### src/rtl/hsfc_pkg.sv
// Package: constants and conversion functions for the half/single converter.
`default_nettype none
package hsfc_pkg;
   localparam int unsigned ACTION_W = 1;
   localparam int unsigned VALUE_W = 32;
   localparam int unsigned REQ_TDATA_W = 40;
   localparam logic ACT_H2S = 1'b0;
   localparam logic ACT_S2H = 1'b1;
   localparam logic [31:0] F32_SMALLEST_HALF_NORMAL = 32'(113) << 23;
   localparam logic [31:0] F32_HALF_OVERFLOW = 32'(143) << 23;
   localparam logic [31:0] F32_INF_BITS = 32'(255) << 23;
   localparam logic [15:0] H_EXP_MASK = 16'h7c00;
   localparam logic [15:0] H_CANON_NAN = 16'h7e00;
   localparam logic [31:0] ROUND_BIAS = 32'h0000_0fff;
   localparam logic [31:0] F32_SIGN = 32'h8000_0000;
   localparam logic [15:0] H_SIGN = 16'h8000;

   function automatic logic [31:0] half_to_single(input logic [15:0] h);
      logic [31:0] r;
      logic [9:0] man;
      logic [3:0] p;
      logic [9:0] sh;
      man = h[9:0];
      p = 4'd0;
      sh = '0;
      if ((h & H_EXP_MASK) == H_EXP_MASK) begin
         r = F32_INF_BITS | {9'd0, man, 13'd0};
      end else if ((h & H_EXP_MASK) != 16'd0) begin
         r = {4'b0000, h[14:0], 13'd0} + (32'(112) << 23);
      end else if (man == 10'd0) begin
         r = '0;
      end else begin
         for (int i = 0; i < 10; i++) begin
            if (man[i]) p = 4'(i);
         end
         sh = man << (4'd10 - p);
         r = {1'b0, 8'(8'd103 + {4'd0, p}), sh, 13'd0};
      end
      return r | {h[15], 31'd0};
   endfunction

   function automatic logic [15:0] single_to_half(input logic [31:0] x);
      logic [31:0] a;
      logic [31:0] t;
      logic [15:0] o;
      logic [23:0] m;
      logic [4:0] s;
      logic [23:0] q;
      logic [23:0] rem;
      logic [23:0] hlf;
      a = x & ~F32_SIGN;
      o = '0;
      t = '0;
      m = {1'b1, a[22:0]};
      s = '0;
      q = '0;
      rem = '0;
      hlf = '0;
      if (a >= F32_HALF_OVERFLOW) begin
         o = (a > F32_INF_BITS) ? H_CANON_NAN : H_EXP_MASK;
      end else if (a < F32_SMALLEST_HALF_NORMAL) begin
         // exponent 0..112: shift 14..126, nonzero only when shift <= 24
         if (a[30:23] != 8'd0 && a[30:23] >= 8'd102) begin
            s = 5'(8'd126 - a[30:23]);
            q = m >> s;
            hlf = 24'd1 << (s - 5'd1);
            rem = m & ((hlf << 1) - 24'd1);
            if (rem > hlf || (rem == hlf && q[0])) q = q + 24'd1;
            o = q[15:0];
         end
      end else begin
         t = a - (32'(112) << 23) + ROUND_BIAS + {31'd0, a[13]};
         o = t[28:13];
      end
      return o | (x[31] ? H_SIGN : 16'd0);
   endfunction
endpackage
`default_nettype wire

### src/rtl/half_single_float_converter_unit.sv
// Top level: binary16 <-> binary32 converter with registered input and output.
// Channel | Direction | tdata
// req_    | in        | [0] action, [32:1] value_in, [39:33] zero
// rsp_    | out       | [31:0] value_out
// One transaction per cycle unless stalled; registers: input, then result.
// The conversion logic between the two registers sets the cycle.
// reset clears valid flags only; payload registers are not reset.
// Full output, rsp_tready low: both stall; req_tready drops only when both full.
`default_nettype none
module half_single_float_converter_unit (
   input  wire logic        clock,
   input  wire logic        reset,
   input  wire logic        req_tvalid,
   output logic             req_tready,
   input  wire logic [39:0] req_tdata,   // action, value_in
   output logic             rsp_tvalid,
   input  wire logic        rsp_tready,
   output logic [31:0]      rsp_tdata    // value_out
);
   logic        in_vld_ff, in_vld_in;
   logic        in_act_ff;
   logic [31:0] in_val_ff;
   logic        out_vld_ff, out_vld_in;
   logic [31:0] out_val_ff, out_val_in;
   logic        adv;

   assign adv = !out_vld_ff || rsp_tready;
   assign req_tready = !in_vld_ff || adv;
   assign out_vld_in = adv ? in_vld_ff : out_vld_ff;
   assign in_vld_in = req_tready ? req_tvalid : in_vld_ff;
   assign out_val_in = (in_act_ff == hsfc_pkg::ACT_S2H)
      ? {16'd0, hsfc_pkg::single_to_half(in_val_ff)}
      : hsfc_pkg::half_to_single(in_val_ff[15:0]);

   always_ff @(posedge clock) begin
      if (reset) begin
         in_vld_ff <= 1'b0;
         out_vld_ff <= 1'b0;
      end else begin
         in_vld_ff <= in_vld_in;
         out_vld_ff <= out_vld_in;
      end
      if (req_tready && req_tvalid) begin
         in_act_ff <= req_tdata[0];
         in_val_ff <= req_tdata[32:1];
      end
      if (adv && in_vld_ff) out_val_ff <= out_val_in;
   end

   assign rsp_tvalid = out_vld_ff;
   assign rsp_tdata = out_val_ff;
endmodule
`default_nettype wire

### config.mk
export PLATFORM = sky130hd
export DESIGN_NAME = half_single_float_converter_unit
export DESIGN_NICKNAME = d
export VERILOG_FILES = /design/src/rtl/hsfc_pkg.sv /design/src/rtl/half_single_float_converter_unit.sv
export SDC_FILE = /design/constraint.sdc
export NUM_CORES = 1
export LEC_CHECK = 0
export BUFFER_PORTS_ARGS = -buffer_cell sky130_fd_sc_hd__buf_2
export CAP_MARGIN = 20
export CORE_MARGIN = 4
export CORE_UTILIZATION = 40
export DETAILED_ROUTE_END_ITERATION = 8
export PLACE_DENSITY = 0.65
export SYNTH_ARGS = -nofsm -noshare
export SYNTH_HDL_FRONTEND = slang
export SYNTH_SLANG_ARGS = --single-unit
### constraint.sdc
create_clock -name clock -period 18.3 [get_ports clock]
set_clock_uncertainty 0.1 [all_clocks]
set_input_delay 2.745 -clock clock [delete_from_list [all_inputs] [get_ports clock]]
set_output_delay 2.745 -clock clock [all_outputs]
set_load 0.01 [all_outputs]
==> results of run 1 <==
==> routing by layer <==
metal | vias to the layer above | part of all wire [%] | GRT usage, %
met5 | - | 0 | 0
met4 | 0 | 3.3 | 7.853
met3 | 57 | 9.1 | 4.117
met2 | 377 | 45 | 33.40
met1 | 3042 | 42 | 28.81
li1 | 3104 | - | -
==> registers in the layout, indices dropped and copies added (netlist names) <==
name and cells:
rsp_tvalid 1, rsp_tdata 31, in_val_ff 32, in_vld_ff 1, in_act_ff 1
==> report_power, final <==
| group | switching, W | internal (W) | total, W | leakage (nW) |
|---|---|---|---|---|
| combinational | 0.000123 | 0.0000809 | 0.000204 | 2.11 |
| sequential | 0.0000135 | 0.000176 | 0.000190 | 0.631 |
| clock | 0.0000694 | 0.000104 | 0.000173 | 0.142 |
==> cells in the final DEF, fill, tap and decap left out, drive strengths merged, types with 10 or more instances in the layout <==
cell type	Yosys	layout
and2	20	20
edfxtp	64	64
a21oi	48	48
clkbuf	33	12
mux4	14	14
ha	33	33
mux2	14	14
nand2b	14	14
nand3	31	31
nor2	83	83
nor3	24	24
nor2b	10	10
o21ai	37	37
a21o	11	11
mux2i	34	34
nand2	96	96
xnor2	27	27
inv	19	21
buf	27	84
nand4	20	20
xor2	12	12
==> per-stage QoR <==
step / setup slack (ns) / power, W
global placement: 9.407 / 0.0003875
finish: 9.637 / 0.0005665
floorplan: 11.22 / 0.0003399
detailed placement: 9.367 / 0.0003895
CTS: 9.361 / 0.0005626
global route: 9.118 / 0.0005973
==> area by class of cell <==
| class | count | area (um2) |
|---|---|---|
| fill | 1688 | 9121 |
| multi-input combinational | 668 | 4614 |
| sequential | 66 | 1962 |
| timing repair buffer | 84 | 475.5 |
| tap | 220 | 275.3 |
| clock buffer | 12 | 266.5 |
| inverter | 19 | 71.32 |
| clock inverter | 4 | 32.53 |
==> how the worst max path moves through the flow <==
stage                                  to  depth (start not counted)                    start
6_report       rsp_tdata[6]$_SDFFCE_PN0P_                         28  in_val_ff[23]$_DFFE_PP_
5_1_grt        rsp_tdata[7]$_SDFFCE_PN0P_                         28  in_val_ff[23]$_DFFE_PP_
4_1_cts        rsp_tdata[6]$_SDFFCE_PN0P_                         26  in_val_ff[23]$_DFFE_PP_
3_5_place_dp   rsp_tdata[6]$_SDFFCE_PN0P_                         26  in_val_ff[23]$_DFFE_PP_
3_3_place_gp   rsp_tdata[7]$_SDFFCE_PN0P_                         26  in_val_ff[23]$_DFFE_PP_
2_1_floorplan  rsp_tdata[7]$_SDFFCE_PN0P_                         30  in_val_ff[23]$_DFFE_PP_
==> worst reg2reg max path: cells and delay by family, from the launching register on <==
family,cells,cell delay [ns]
AND/OR/NAND/NOR,14,3.97
AO/OA/AOI/OAI,8,1.99
adder cells (fa/ha/maj),3,1.02
buffers and inverters,2,0.77
flip-flops,1,0.32
XOR/XNOR,1,0.17
==> cells by family after synthesis <==
group	Yosys count
fa+ha+maj	33
xor+xnor	39
simple gates	342
mux	62
compound gates	192
buf+inv	79
flops	66
==> metrics.txt, run 1 <==
# TYPE chip_impl_metric gauge
chip_impl_info{name="status",value="completed"} 1
chip_impl_info{name="criticalPathCategory",value="register to register"} 1
chip_impl_metric{name="design.final.nets",unit=""} 925
chip_impl_metric{name="cts-root-to-sink-buffers",unit=""} 2
chip_impl_info{name="ys_dominant_reg_cell",value="sky130_fd_sc_hd__edfxtp_1"} 1
chip_impl_metric{name="area.growth.synth_to_final",unit="%"} 10.89
chip_impl_info{name="worst_r2r_endpoint",value="rsp_tdata[6]$_SDFFCE_PN0P_"} 1
chip_impl_metric{name="synthSimpleGateAreaFrac",unit="%"} 24.33
chip_impl_metric{name="max_slew.worst_pin.slew",unit="ns"} 1.064
chip_impl_metric{name="hold_buffers",unit=""} 0
chip_impl_metric{name="grtUsageTotal",unit="%"} 21.14
chip_impl_metric{name="viasPerCell",unit=""} 6.132
chip_impl_metric{name="critPathBufInv",unit=""} 2
chip_impl_metric{name="fin_tns_setup",unit="ns"} 0
chip_impl_info{name="root_buffer",value="sky130_fd_sc_hd__clkbuf_16"} 1
chip_impl_metric{name="critPathArrivalTime",unit="ns"} 8.60
chip_impl_metric{name="dr_total_vias",unit=""} 6580
chip_impl_metric{name="number_of_global_route_vias_before_repair",unit=""} 6162
chip_impl_info{name="cts_tree",value="done"} 1
chip_impl_metric{name="finalCritPeriodShare",unit="%"} 47.34
chip_impl_metric{name="final.min_clock_period",unit="ns"} 8.663
chip_impl_metric{name="post_synthesis_cell_type_count",unit=""} 86
chip_impl_info{name="yosysMostFrequentCell",value="sky130_fd_sc_hd__nand2_1"} 1
chip_impl_metric{name="placed_cell_area",unit="um2"} 7371
chip_impl_info{name="grt_setup_unrepaired",value="false"} 1
chip_impl_metric{name="port-buffer-count",unit=""} 70
chip_impl_metric{name="finish.cell_count_without_fillers",unit=""} 1073
chip_impl_metric{name="synth.ff_latch_count",unit=""} 66
chip_impl_metric{name="timing.reg2reg.worst_path_depth",unit=""} 28
chip_impl_metric{name="yosys_warnings",unit=""} 0
chip_impl_info{name="netlist_top_cells_area",value="sky130_fd_sc_hd__edfxtp_1 28%, sky130_fd_sc_hd__ha_1 5.9%, sky130_fd_sc_hd__nand2_1 5.2%"} 1
chip_impl_metric{name="syn-instance-count",unit=""} 813
chip_impl_metric{name="grt_pass1_wl",unit="mm"} 33.51
chip_impl_metric{name="post-route-drc-count",unit=""} 0
chip_impl_info{name="synth_common_cells",value="96 x sky130_fd_sc_hd__nand2_1, 82 x sky130_fd_sc_hd__nor2_1, 64 x sky130_fd_sc_hd__edfxtp_1"} 1
chip_impl_info{name="synthDominantAreaCellType",value="sky130_fd_sc_hd__edfxtp_1"} 1
chip_impl_metric{name="final_max_slew_viol_count",unit=""} 0
chip_impl_metric{name="gr-total-overflow",unit=""} 0
chip_impl_metric{name="critPathMaxStageDelay",unit="ns"} 0.64
chip_impl_metric{name="ys_async_sr_fraction",unit="%"} 0
chip_impl_info{name="worst_r2r_startpoint",value="in_val_ff[23]$_DFFE_PP_"} 1
chip_impl_metric{name="timing_hold_violations_final",unit=""} 0
chip_impl_metric{name="antenna_violations_before_repair",unit=""} 0
chip_impl_metric{name="cellLeakagePower",unit="nW"} 2.886
chip_impl_metric{name="cts.sink_count",unit=""} 66
chip_impl_info{name="synth_top_family_by_area",value="simple AND/OR/NAND/NOR gates"} 1
chip_impl_metric{name="rows",unit=""} 47
chip_impl_metric{name="h_tree_levels",unit=""} 3
chip_impl_metric{name="clk-insertion-delay-late",unit="ns"} 0.34
chip_impl_metric{name="die_footprint",unit="um2"} 19530
chip_impl_metric{name="die_y",unit="um"} 139.7
chip_impl_metric{name="synth.area.mux_share",unit="%"} 11.72
chip_impl_info{name="worstSetupStartpointType",value="register"} 1
chip_impl_metric{name="finish.instance_area",unit="um2"} 7697
chip_impl_metric{name="average_cell_area_after_synthesis",unit="um2"} 8.538
chip_impl_metric{name="worstPathRequired",unit="ns"} 18.24
chip_impl_info{name="hold_path.startpoint",value="in_vld_ff$_SDFFE_PP0N_"} 1
chip_impl_metric{name="floorplan.io_pins",unit=""} 78
chip_impl_metric{name="drt-total-wl",unit="mm"} 20.95
chip_impl_metric{name="setup_violations",unit=""} 0
chip_impl_metric{name="synth_fp_nets",unit=""} 890
chip_impl_metric{name="dr.pass1.iters",unit=""} 6
chip_impl_metric{name="final_core_utilization",unit="%"} 45.77
chip_impl_metric{name="grt_max_degree",unit=""} 34
chip_impl_metric{name="synth_compound_area_share",unit="%"} 18.82
chip_impl_metric{name="sequential_cell_area_fraction_in_the_yosys_report",unit="%"} 28.26
chip_impl_metric{name="clk_transition_reported_paths",unit="ns"} 0.06
chip_impl_metric{name="synth-xor-area-share",unit="%"} 5.624
chip_impl_metric{name="yosysTopAreaCellShare",unit="%"} 27.69
chip_impl_metric{name="relSlewSlack",unit="%"} 28.55
chip_impl_metric{name="p_per_area",unit="nW/um2"} 73.60
chip_impl_metric{name="post_cts.repair.setup_buffers",unit=""} 0
chip_impl_metric{name="tritoncts.num_buffers",unit=""} 9
chip_impl_metric{name="number_of_violations_reported_at_the_end_of_detailed_routing_iteration_0",unit=""} 979
chip_impl_info{name="worstSetupEndpointType",value="register"} 1
chip_impl_info{name="whs_endpoint",value="rsp_tvalid$_SDFFE_PP0P_"} 1
chip_impl_metric{name="worstHoldPathCells",unit=""} 2
chip_impl_metric{name="initial_core_util",unit="%"} 41.27
chip_impl_metric{name="place.detailed.instances",unit=""} 1056
chip_impl_metric{name="ant_nets",unit=""} 0
chip_impl_metric{name="die_x",unit="um"} 139.7
chip_impl_info{name="path_delay_family",value="simple AND/OR/NAND/NOR gates"} 1
chip_impl_metric{name="critical_path.max_fanout",unit=""} 28
chip_impl_metric{name="floorplan.core_area",unit="um2"} 16820
chip_impl_metric{name="dp_hpwl",unit="mm"} 15.20
chip_impl_metric{name="synth_adder_area_share",unit="%"} 5.948
chip_impl_metric{name="fmaxAchievable",unit="MHz"} 115.4
chip_impl_metric{name="mappedNetlistArea",unit="um2"} 6942
chip_impl_metric{name="postCtsResizedCells",unit=""} 0
chip_impl_metric{name="insertedDiodeCount",unit=""} 0
chip_impl_metric{name="post_drt_wl_per_cell",unit="um"} 19.52
chip_impl_metric{name="gp_routability_congestion",unit=""} 0.9584
chip_impl_info{name="hold_wc_path_type",value="register to register"} 1
chip_impl_metric{name="r2r_setup_slk",unit="ns"} 9.64
chip_impl_metric{name="maxCapViolCount",unit=""} 0
chip_impl_metric{name="worst_hold_slack",unit="ns"} 0.4157
chip_impl_info{name="crit_path_top_delay_cell",value="sky130_fd_sc_hd__or4_1"} 1
chip_impl_metric{name="synth_enable_flop_cells",unit=""} 64
chip_impl_metric{name="layout-drive-gt1-share",unit="%"} 17.58
chip_impl_metric{name="max-vdd-ir-drop",unit="V"} 0.00005235
No activity file was read; power rests on OpenSTA's default activity.
==> run 2, diff against run 1 <==
Clock period 18.3 ns to 8.2 ns, I/O delays scaled along.
==> run 2 against run 1 <==
Effect of this change:
- combinational power grew 120%
- setup slack lost 9.2 ns
- critical path depth shrank 2
- power grew 130%
- sequential share of layout area shrank 0.054 points
- via count shrank 0.78%
- first-iteration DRC count shrank 7.9%
- count of clock-buffer cells in the layout shrank 1
- die area is the same
- maximum frequency grew 12%
- largest cell class unchanged
- largest power group unchanged
- highest routed layer unchanged
==> metrics.txt, run 2 (synthesis gave the netlist of run 1 again) <==
# TYPE chip_impl_metric gauge
chip_impl_metric{name="dp_hpwl",unit="mm"} 15.78
chip_impl_metric{name="insertedDiodeCount",unit=""} 0
chip_impl_metric{name="die_y",unit="um"} 139.7
chip_impl_metric{name="antenna_violations_before_repair",unit=""} 0
chip_impl_metric{name="postCtsResizedCells",unit=""} 0
chip_impl_metric{name="grtUsageTotal",unit="%"} 21.75
chip_impl_info{name="cts_tree",value="done"} 1
chip_impl_metric{name="post-route-drc-count",unit=""} 0
chip_impl_metric{name="dr.pass1.iters",unit=""} 5
chip_impl_metric{name="relSlewSlack",unit="%"} 36.00
chip_impl_metric{name="final.min_clock_period",unit="ns"} 7.719
chip_impl_metric{name="area.growth.synth_to_final",unit="%"} 11.12
chip_impl_metric{name="cts-root-to-sink-buffers",unit=""} 2
chip_impl_metric{name="cellLeakagePower",unit="nW"} 2.903
chip_impl_metric{name="rows",unit=""} 47
chip_impl_metric{name="critPathArrivalTime",unit="ns"} 7.72
chip_impl_metric{name="largest_register_ff_count",unit=""} 32
chip_impl_metric{name="initial_core_util",unit="%"} 41.27
chip_impl_metric{name="setup_violations",unit=""} 0
chip_impl_metric{name="floorplan.core_area",unit="um2"} 16820
chip_impl_metric{name="layout-drive-gt1-share",unit="%"} 17.87
chip_impl_info{name="most-common-layout-cells",value="96 x sky130_fd_sc_hd__nand2_1, 82 x sky130_fd_sc_hd__nor2_1, 70 x sky130_fd_sc_hd__buf_2"} 1
chip_impl_metric{name="clk_transition_reported_paths",unit="ns"} 0.06
chip_impl_metric{name="viasPerCell",unit=""} 6.068
chip_impl_metric{name="number_of_global_route_vias_before_repair",unit=""} 6141
chip_impl_metric{name="design.final.nets",unit=""} 928
chip_impl_metric{name="die_footprint",unit="um2"} 19530
chip_impl_metric{name="h_tree_levels",unit=""} 3
chip_impl_metric{name="fmaxAchievable",unit="MHz"} 129.5
chip_impl_info{name="grt_setup_unrepaired",value="false"} 1
chip_impl_metric{name="grt_pass1_wl",unit="mm"} 34.17
chip_impl_metric{name="die_x",unit="um"} 139.7
chip_impl_metric{name="gr-total-overflow",unit=""} 0
chip_impl_metric{name="n_fill_cell",unit=""} 1671
chip_impl_metric{name="post_drt_wl_per_cell",unit="um"} 19.89
chip_impl_metric{name="critPathMaxStageDelay",unit="ns"} 0.59
chip_impl_metric{name="drt-total-wl",unit="mm"} 21.41
chip_impl_metric{name="place_ws",unit="ns"} 0.5796
chip_impl_metric{name="port-buffer-count",unit=""} 70
chip_impl_metric{name="max-vdd-ir-drop",unit="V"} 0.0001192
chip_impl_metric{name="maxCapViolCount",unit=""} 0
chip_impl_metric{name="timing_hold_violations_final",unit=""} 0
chip_impl_info{name="worstSetupStartpointType",value="register"} 1
chip_impl_metric{name="grt_max_degree",unit=""} 34
chip_impl_metric{name="fin_tns_setup",unit="ns"} 0
chip_impl_metric{name="post-route-worst-setup-slack",unit="ns"} 0.4807
chip_impl_metric{name="floorplan.io_pins",unit=""} 78
chip_impl_info{name="worstSetupEndpointType",value="register"} 1
chip_impl_metric{name="ant_nets",unit=""} 0
chip_impl_info{name="root_buffer",value="sky130_fd_sc_hd__clkbuf_16"} 1
chip_impl_metric{name="finalCritPeriodShare",unit="%"} 94.14
chip_impl_metric{name="number_of_violations_reported_at_the_end_of_detailed_routing_iteration_0",unit=""} 902
chip_impl_metric{name="p_per_area",unit="nW/um2"} 167.5
chip_impl_metric{name="max_slew.worst_pin.slew",unit="ns"} 0.9500
chip_impl_info{name="criticalPathCategory",value="register to register"} 1
chip_impl_metric{name="worstPathRequired",unit="ns"} 8.20
chip_impl_metric{name="critical_path.max_fanout",unit=""} 18
chip_impl_metric{name="critPathBufInv",unit=""} 0
chip_impl_info{name="layout_commonest_cell",value="sky130_fd_sc_hd__nand2_1"} 1
chip_impl_metric{name="dr_total_vias",unit=""} 6529
chip_impl_metric{name="tritoncts.num_buffers",unit=""} 9
chip_impl_info{name="status",value="completed"} 1
chip_impl_info{name="path_delay_family",value="simple AND/OR/NAND/NOR gates"} 1
chip_impl_metric{name="gp_routability_congestion",unit=""} 0.9588
chip_impl_info{name="hold_wc_path_type",value="register to register"} 1
chip_impl_info{name="top_register",value="in_val_ff"} 1
chip_impl_metric{name="clk-insertion-delay-late",unit="ns"} 0.35
chip_impl_metric{name="post_cts.repair.setup_buffers",unit=""} 0
chip_impl_metric{name="final_max_slew_viol_count",unit=""} 0
chip_impl_metric{name="cts.sink_count",unit=""} 66
chip_impl_info{name="crit_path_top_delay_cell",value="sky130_fd_sc_hd__or4_1"} 1
chip_impl_metric{name="hold_buffers",unit=""} 0
-- run 2: changes by cell type in the layout (fill, tap and decap cells not counted) --
cell,before,now
sky130_fd_sc_hd__clkinv_2,0,1
sky130_fd_sc_hd__bufinv_16,0,1
sky130_fd_sc_hd__clkbuf_8,3,2
sky130_fd_sc_hd__buf_4,13,17
sky130_fd_sc_hd__clkinvlp_4,2,1
sky130_fd_sc_hd__buf_16,1,0
-- run 2: final cells by class --
type	instances	area [um2]	area share (%)
Clock buffer	11	252.7	3.277
Timing Repair Buffer	87	478.0	6.196
Multi-Input combinational cell	668	4614	59.82
Clock inverter	5	60.06	0.7786
Tap cell	220	275.3	3.569
Inverter	19	71.32	0.9246
Sequential cell	66	1962	25.43
-- run 2: through the flow --
stage / cells / util [%] / area [um2] / hold slack [ns] / total power (W)
2_1_floorplan: 813 / - / 6942 / 0.3778 / 0.0007585
3_3_place_gp: 1060 / 44.00 / 7401 / 0.4052 / 0.0008726
3_5_place_dp: 1060 / 44.00 / 7401 / 0.4069 / 0.0008750
4_1_cts: 1076 / 45.86 / 7714 / 0.4186 / 0.001289
5_1_grt: 1076 / 45.86 / 7714 / 0.4418 / 0.001364
6_report: 1076 / 45.86 / 7714 / 0.4145 / 0.001292
-- run 2: worst paths after layout --
path                           startpoint                          to  slack, ns  depth (start not counted)
setup / recovery  in_val_ff[24]$_DFFE_PP_  rsp_tdata[7]$_SDFFCE_PN0P_       0.48                         26
hold / removal     in_vld_ff$_SDFFE_PP0N_     rsp_tvalid$_SDFFE_PP0P_       0.41                          2
setup reg to reg  in_val_ff[24]$_DFFE_PP_  rsp_tdata[7]$_SDFFCE_PN0P_       0.48                         26
hold reg to reg    in_vld_ff$_SDFFE_PP0N_     rsp_tvalid$_SDFFE_PP0P_       0.41                          2
-- run 2: report_power, final --
group,switching [W],total (W),internal (W)
clock network,0.000160,0.000413,0.000254
logic,0.000270,0.000451,0.000181
registers,0.0000339,0.000427,0.000394
-- run 2: worst reg2reg max path, cell delays in order (launching register included) --
cell and delay [ns]:
sky130_fd_sc_hd__edfxtp_1 0.49, sky130_fd_sc_hd__ha_1 0.46, sky130_fd_sc_hd__o21a_1 0.20, sky130_fd_sc_hd__a31o_1 0.19
sky130_fd_sc_hd__a221oi_1 0.55, sky130_fd_sc_hd__or2_2 0.26, sky130_fd_sc_hd__nor2_1 0.07, sky130_fd_sc_hd__nand3_1 0.16
sky130_fd_sc_hd__ha_1 0.21, sky130_fd_sc_hd__o31a_1 0.22, sky130_fd_sc_hd__o311ai_0 0.22, sky130_fd_sc_hd__o21bai_1 0.29
sky130_fd_sc_hd__nor2_1 0.27, sky130_fd_sc_hd__nand4_1 0.15, sky130_fd_sc_hd__xor2_1 0.16, sky130_fd_sc_hd__and2_1 0.16
sky130_fd_sc_hd__ha_1 0.28, sky130_fd_sc_hd__nand2_1 0.06, sky130_fd_sc_hd__or2_2 0.32, sky130_fd_sc_hd__or4_1 0.59
sky130_fd_sc_hd__or2_2 0.33, sky130_fd_sc_hd__or4_1 0.40, sky130_fd_sc_hd__o21a_1 0.13, sky130_fd_sc_hd__and3_1 0.25
sky130_fd_sc_hd__nand2_1 0.42, sky130_fd_sc_hd__nand3_1 0.23, sky130_fd_sc_hd__a211o_1 0.31
-- run 2: per-layer routing --
layer	part of all wire, %	global-route usage (%)	up-vias
met4	3.6	8.363	0
met5	0	0	-
li1	-	-	3108
met3	8.1	3.774	53
met2	45	34.44	303
met1	43	29.72	3065
==> run 3, diff against run 2 <==
Settings changed: ABC_AREA set to 1.
==> run 3 against run 2 <==
Effect of this change:
- first-iteration DRC count down 24%
- via count down 0.34%
- non-clock buffer count down 14
- cell area down 5.5%
- cell count up 14%
- register-to-register slack better by 0.93 ns
- count of clock-buffer cells in the layout up 1
- critical endpoint is now rsp_tdata[10]$_SDFFCE_PN0P_
- largest cell class unchanged
==> metrics.txt, run 3 <==
# TYPE chip_impl_metric gauge
chip_impl_info{name="status",value="completed"} 1
chip_impl_metric{name="final.min_clock_period",unit="ns"} 6.790
chip_impl_metric{name="die_footprint",unit="um2"} 18280
chip_impl_info{name="root_buffer",value="sky130_fd_sc_hd__clkbuf_16"} 1
chip_impl_metric{name="average_cell_area_after_synthesis",unit="um2"} 6.820
chip_impl_metric{name="setup_violations",unit=""} 0
chip_impl_metric{name="number_of_global_route_vias_before_repair",unit=""} 5814
chip_impl_metric{name="cts-root-to-sink-buffers",unit=""} 2
chip_impl_metric{name="synth.ff_latch_count",unit=""} 66
chip_impl_metric{name="grt_pass1_wl",unit="mm"} 29.31
chip_impl_metric{name="h_tree_levels",unit=""} 3
chip_impl_info{name="synth_common_cells",value="214 x sky130_fd_sc_hd__nand2_1, 118 x sky130_fd_sc_hd__inv_1, 116 x sky130_fd_sc_hd__nor2_1"} 1
chip_impl_metric{name="largest_register_ff_count",unit=""} 32
chip_impl_info{name="netlist_top_cells_area",value="sky130_fd_sc_hd__edfxtp_1 30%, sky130_fd_sc_hd__nand2_1 12%, sky130_fd_sc_hd__inv_1 6.8%"} 1
chip_impl_metric{name="p_per_area",unit="nW/um2"} 169.4
chip_impl_metric{name="max_slew.worst_pin.slew",unit="ns"} 1.023
chip_impl_metric{name="clk-insertion-delay-late",unit="ns"} 0.33
chip_impl_metric{name="clk_transition_reported_paths",unit="ns"} 0.05
chip_impl_metric{name="power.total",unit="W"} 0.001235
chip_impl_metric{name="layout-drive-gt1-share",unit="%"} 14.17
chip_impl_metric{name="maxCapViolCount",unit=""} 0
chip_impl_metric{name="fin_tns_setup",unit="ns"} 0
chip_impl_metric{name="grtUsageTotal",unit="%"} 20.06
chip_impl_metric{name="antenna_violations_before_repair",unit=""} 0
chip_impl_metric{name="max-vdd-ir-drop",unit="V"} 0.0001103
chip_impl_metric{name="post_drt_wl_per_cell",unit="um"} 15.17
chip_impl_metric{name="ys_async_sr_fraction",unit="%"} 0
chip_impl_metric{name="finish.cell_count_without_fillers",unit=""} 1225
chip_impl_metric{name="critPathArrivalTime",unit="ns"} 6.87
chip_impl_metric{name="synth_fp_nets",unit=""} 1026
chip_impl_metric{name="mappedNetlistArea",unit="um2"} 6472
chip_impl_metric{name="yosys_warnings",unit=""} 0
chip_impl_metric{name="floorplan.core_area",unit="um2"} 15890
chip_impl_metric{name="initial_core_util",unit="%"} 40.75
chip_impl_metric{name="relSlewSlack",unit="%"} 31.62
chip_impl_metric{name="sequential_cell_area_fraction_in_the_yosys_report",unit="%"} 30.31
chip_impl_metric{name="yosysTopAreaCellShare",unit="%"} 29.69
chip_impl_info{name="criticalPathCategory",value="register to register"} 1
chip_impl_info{name="cts_tree",value="done"} 1
chip_impl_info{name="grt_setup_unrepaired",value="false"} 1
chip_impl_info{name="yosysMostFrequentCell",value="sky130_fd_sc_hd__nand2_1"} 1
chip_impl_metric{name="final_max_slew_viol_count",unit=""} 0
chip_impl_metric{name="worstPathRequired",unit="ns"} 8.28
chip_impl_info{name="top_register",value="in_val_ff"} 1
chip_impl_metric{name="cts.sink_count",unit=""} 66
chip_impl_metric{name="timing_hold_violations_final",unit=""} 0
chip_impl_metric{name="sequential_cell_area",unit="um2"} 1962
chip_impl_metric{name="floorplan.io_pins",unit=""} 78
chip_impl_metric{name="post_cts.repair.setup_buffers",unit=""} 0
chip_impl_metric{name="dr_total_vias",unit=""} 6507
chip_impl_metric{name="dp_hpwl",unit="mm"} 14.73
chip_impl_metric{name="die_y",unit="um"} 135.2
chip_impl_metric{name="cellLeakagePower",unit="nW"} 3.200
chip_impl_metric{name="n_fill_cell",unit=""} 1668
chip_impl_metric{name="multi_input_area",unit="um2"} 3890
chip_impl_metric{name="finalCritPeriodShare",unit="%"} 82.81
chip_impl_info{name="worstSetupEndpointType",value="register"} 1
chip_impl_info{name="synthDominantAreaCellType",value="sky130_fd_sc_hd__edfxtp_1"} 1
chip_impl_metric{name="rows",unit=""} 46
chip_impl_metric{name="gp_routability_congestion",unit=""} 0.9460
chip_impl_metric{name="post-route-drc-count",unit=""} 0
chip_impl_metric{name="critPathMaxStageDelay",unit="ns"} 0.77
chip_impl_metric{name="place.detailed.instances",unit=""} 1210
chip_impl_metric{name="port-buffer-count",unit=""} 70
chip_impl_metric{name="drt-total-wl",unit="mm"} 18.58
chip_impl_metric{name="finish.instance_area",unit="um2"} 7292
chip_impl_info{name="ys_dominant_reg_cell",value="sky130_fd_sc_hd__edfxtp_1"} 1
chip_impl_metric{name="hold_buffers",unit=""} 0
chip_impl_info{name="crit_path_top_delay_cell",value="sky130_fd_sc_hd__ha_1"} 1
chip_impl_metric{name="area.growth.synth_to_final",unit="%"} 12.66
chip_impl_metric{name="placed_cell_area",unit="um2"} 6990
chip_impl_metric{name="syn-instance-count",unit=""} 949
chip_impl_metric{name="dr.pass1.iters",unit=""} 5
chip_impl_info{name="hold_wc_path_type",value="register to register"} 1
chip_impl_metric{name="fmaxAchievable",unit="MHz"} 147.3
chip_impl_metric{name="synth_enable_flop_cells",unit=""} 64
chip_impl_metric{name="critical_path.max_fanout",unit=""} 22
chip_impl_metric{name="post_synthesis_cell_type_count",unit=""} 52
chip_impl_info{name="most-common-layout-cells",value="214 x sky130_fd_sc_hd__nand2_1, 118 x sky130_fd_sc_hd__inv_1, 116 x sky130_fd_sc_hd__nor2_1"} 1
chip_impl_metric{name="grt_max_degree",unit=""} 53
chip_impl_metric{name="gr-total-overflow",unit=""} 0
chip_impl_info{name="worstSetupStartpointType",value="register"} 1
chip_impl_metric{name="insertedDiodeCount",unit=""} 0
chip_impl_metric{name="postCtsResizedCells",unit=""} 0
chip_impl_metric{name="die_x",unit="um"} 135.2
chip_impl_metric{name="ant_nets",unit=""} 0
chip_impl_metric{name="design.final.nets",unit=""} 1082
chip_impl_metric{name="number_of_violations_reported_at_the_end_of_detailed_routing_iteration_0",unit=""} 684
chip_impl_info{name="layout_commonest_cell",value="sky130_fd_sc_hd__nand2_1"} 1
chip_impl_metric{name="tritoncts.num_buffers",unit=""} 9
chip_impl_metric{name="viasPerCell",unit=""} 5.312
-- run 3: cell count changes after synthesis, moves of 14 or more --
cell | before | now
sky130_fd_sc_hd__xnor2_1 | 25 | 0
sky130_fd_sc_hd__nor2_1 | 82 | 116
sky130_fd_sc_hd__nand2b_1 | 14 | 0
sky130_fd_sc_hd__nand3_1 | 29 | 50
sky130_fd_sc_hd__clkbuf_1 | 33 | 14
sky130_fd_sc_hd__and2_1 | 20 | 1
sky130_fd_sc_hd__mux4_2 | 14 | 0
sky130_fd_sc_hd__inv_1 | 19 | 118
sky130_fd_sc_hd__nand2_1 | 96 | 214
sky130_fd_sc_hd__mux2i_1 | 34 | 5
sky130_fd_sc_hd__o21ai_0 | 35 | 80
sky130_fd_sc_hd__inv_2 | 0 | 14
sky130_fd_sc_hd__a21oi_1 | 48 | 70
-- run 3: cell families after synthesis --
| logic type | after synthesis | share of synthesized area [%] |
|---|---|---|
| DFF | 66 | 30.31 |
| and+or+nand+nor | 459 | 32.15 |
| buffers and inverters | 160 | 9.762 |
| adders and majority gates | 33 | 6.379 |
| AOI/OAI and AO/OA | 213 | 18.87 |
| muxes | 5 | 0.7733 |
| xor gates and xnor gates | 13 | 1.759 |
-- run 3: path summary, 6_finish.rpt --
| kind | from | endpoint | slack [ns] | cells after the start |
|---|---|---|---|---|
| worst min register to register | in_vld_ff$_SDFFE_PP0N_ | rsp_tvalid$_SDFFE_PP0P_ | 0.43 | 2 |
| worst min-delay path | in_vld_ff$_SDFFE_PP0N_ | rsp_tvalid$_SDFFE_PP0P_ | 0.43 | 2 |
| worst max register to register | in_val_ff[24]$_DFFE_PP_ | rsp_tdata[10]$_SDFFCE_PN0P_ | 1.41 | 40 |
| worst max-delay path | in_val_ff[24]$_DFFE_PP_ | rsp_tdata[10]$_SDFFCE_PN0P_ | 1.41 | 40 |
-- run 3: worst max-delay path: cells and delay by family (launching register included) --
family | cells | cell delay [ns]
AO/OA/AOI/OAI | 1 | 0.18
XOR/XNOR | 1 | 0.17
adder cells (fa/ha/maj) | 3 | 1.29
buffers and inverters | 12 | 1.25
flip-flops | 1 | 0.55
AND/OR/NAND/NOR | 23 | 3.06
-- run 3: area by class of cell --
cell class / instances / area share [%]
Timing Repair Buffer: 73 / 5.113
Clock buffer: 12 / 3.243
Sequential cell: 66 / 26.90
Inverter: 132 / 6.795
Multi-Input combinational cell: 723 / 53.35
Clock inverter: 3 / 0.8922
Tap cell: 216 / 3.706
-- run 3: report_power, final --
group | switching [W] | internal, W | total, W | leakage [nW]
clock | 0.000131 | 0.000264 | 0.000395 | 0.147
combinational | 0.000289 | 0.000138 | 0.000428 | 2.41
sequential | 0.0000184 | 0.000394 | 0.000412 | 0.639
total | 0.000439 | 0.000796 | 0.00124 | 3.20
-- run 3: through the flow --
stage	hold slack [ns]	setup slack [ns]	util, %
floorplan	0.3448	2.982	-
global placement	0.4086	1.516	44.01
detailed placement	0.4184	1.446	44.01
CTS	0.4281	1.405	45.90
global route	0.4801	0.5380	45.90
finish	0.4309	1.410	45.90
-- run 3: routing by layer --
| metal | vias to the layer above | GRT usage [%] | wire, um |
|---|---|---|---|
| li1 | 3316 | - | - |
| met5 | - | 0 | 0 |
| met2 | 233 | 31.11 | 8395 |
| met1 | 2921 | 28.92 | 8598 |
| met3 | 37 | 3.120 | 1112 |
| met4 | 0 | 6.047 | 475 |
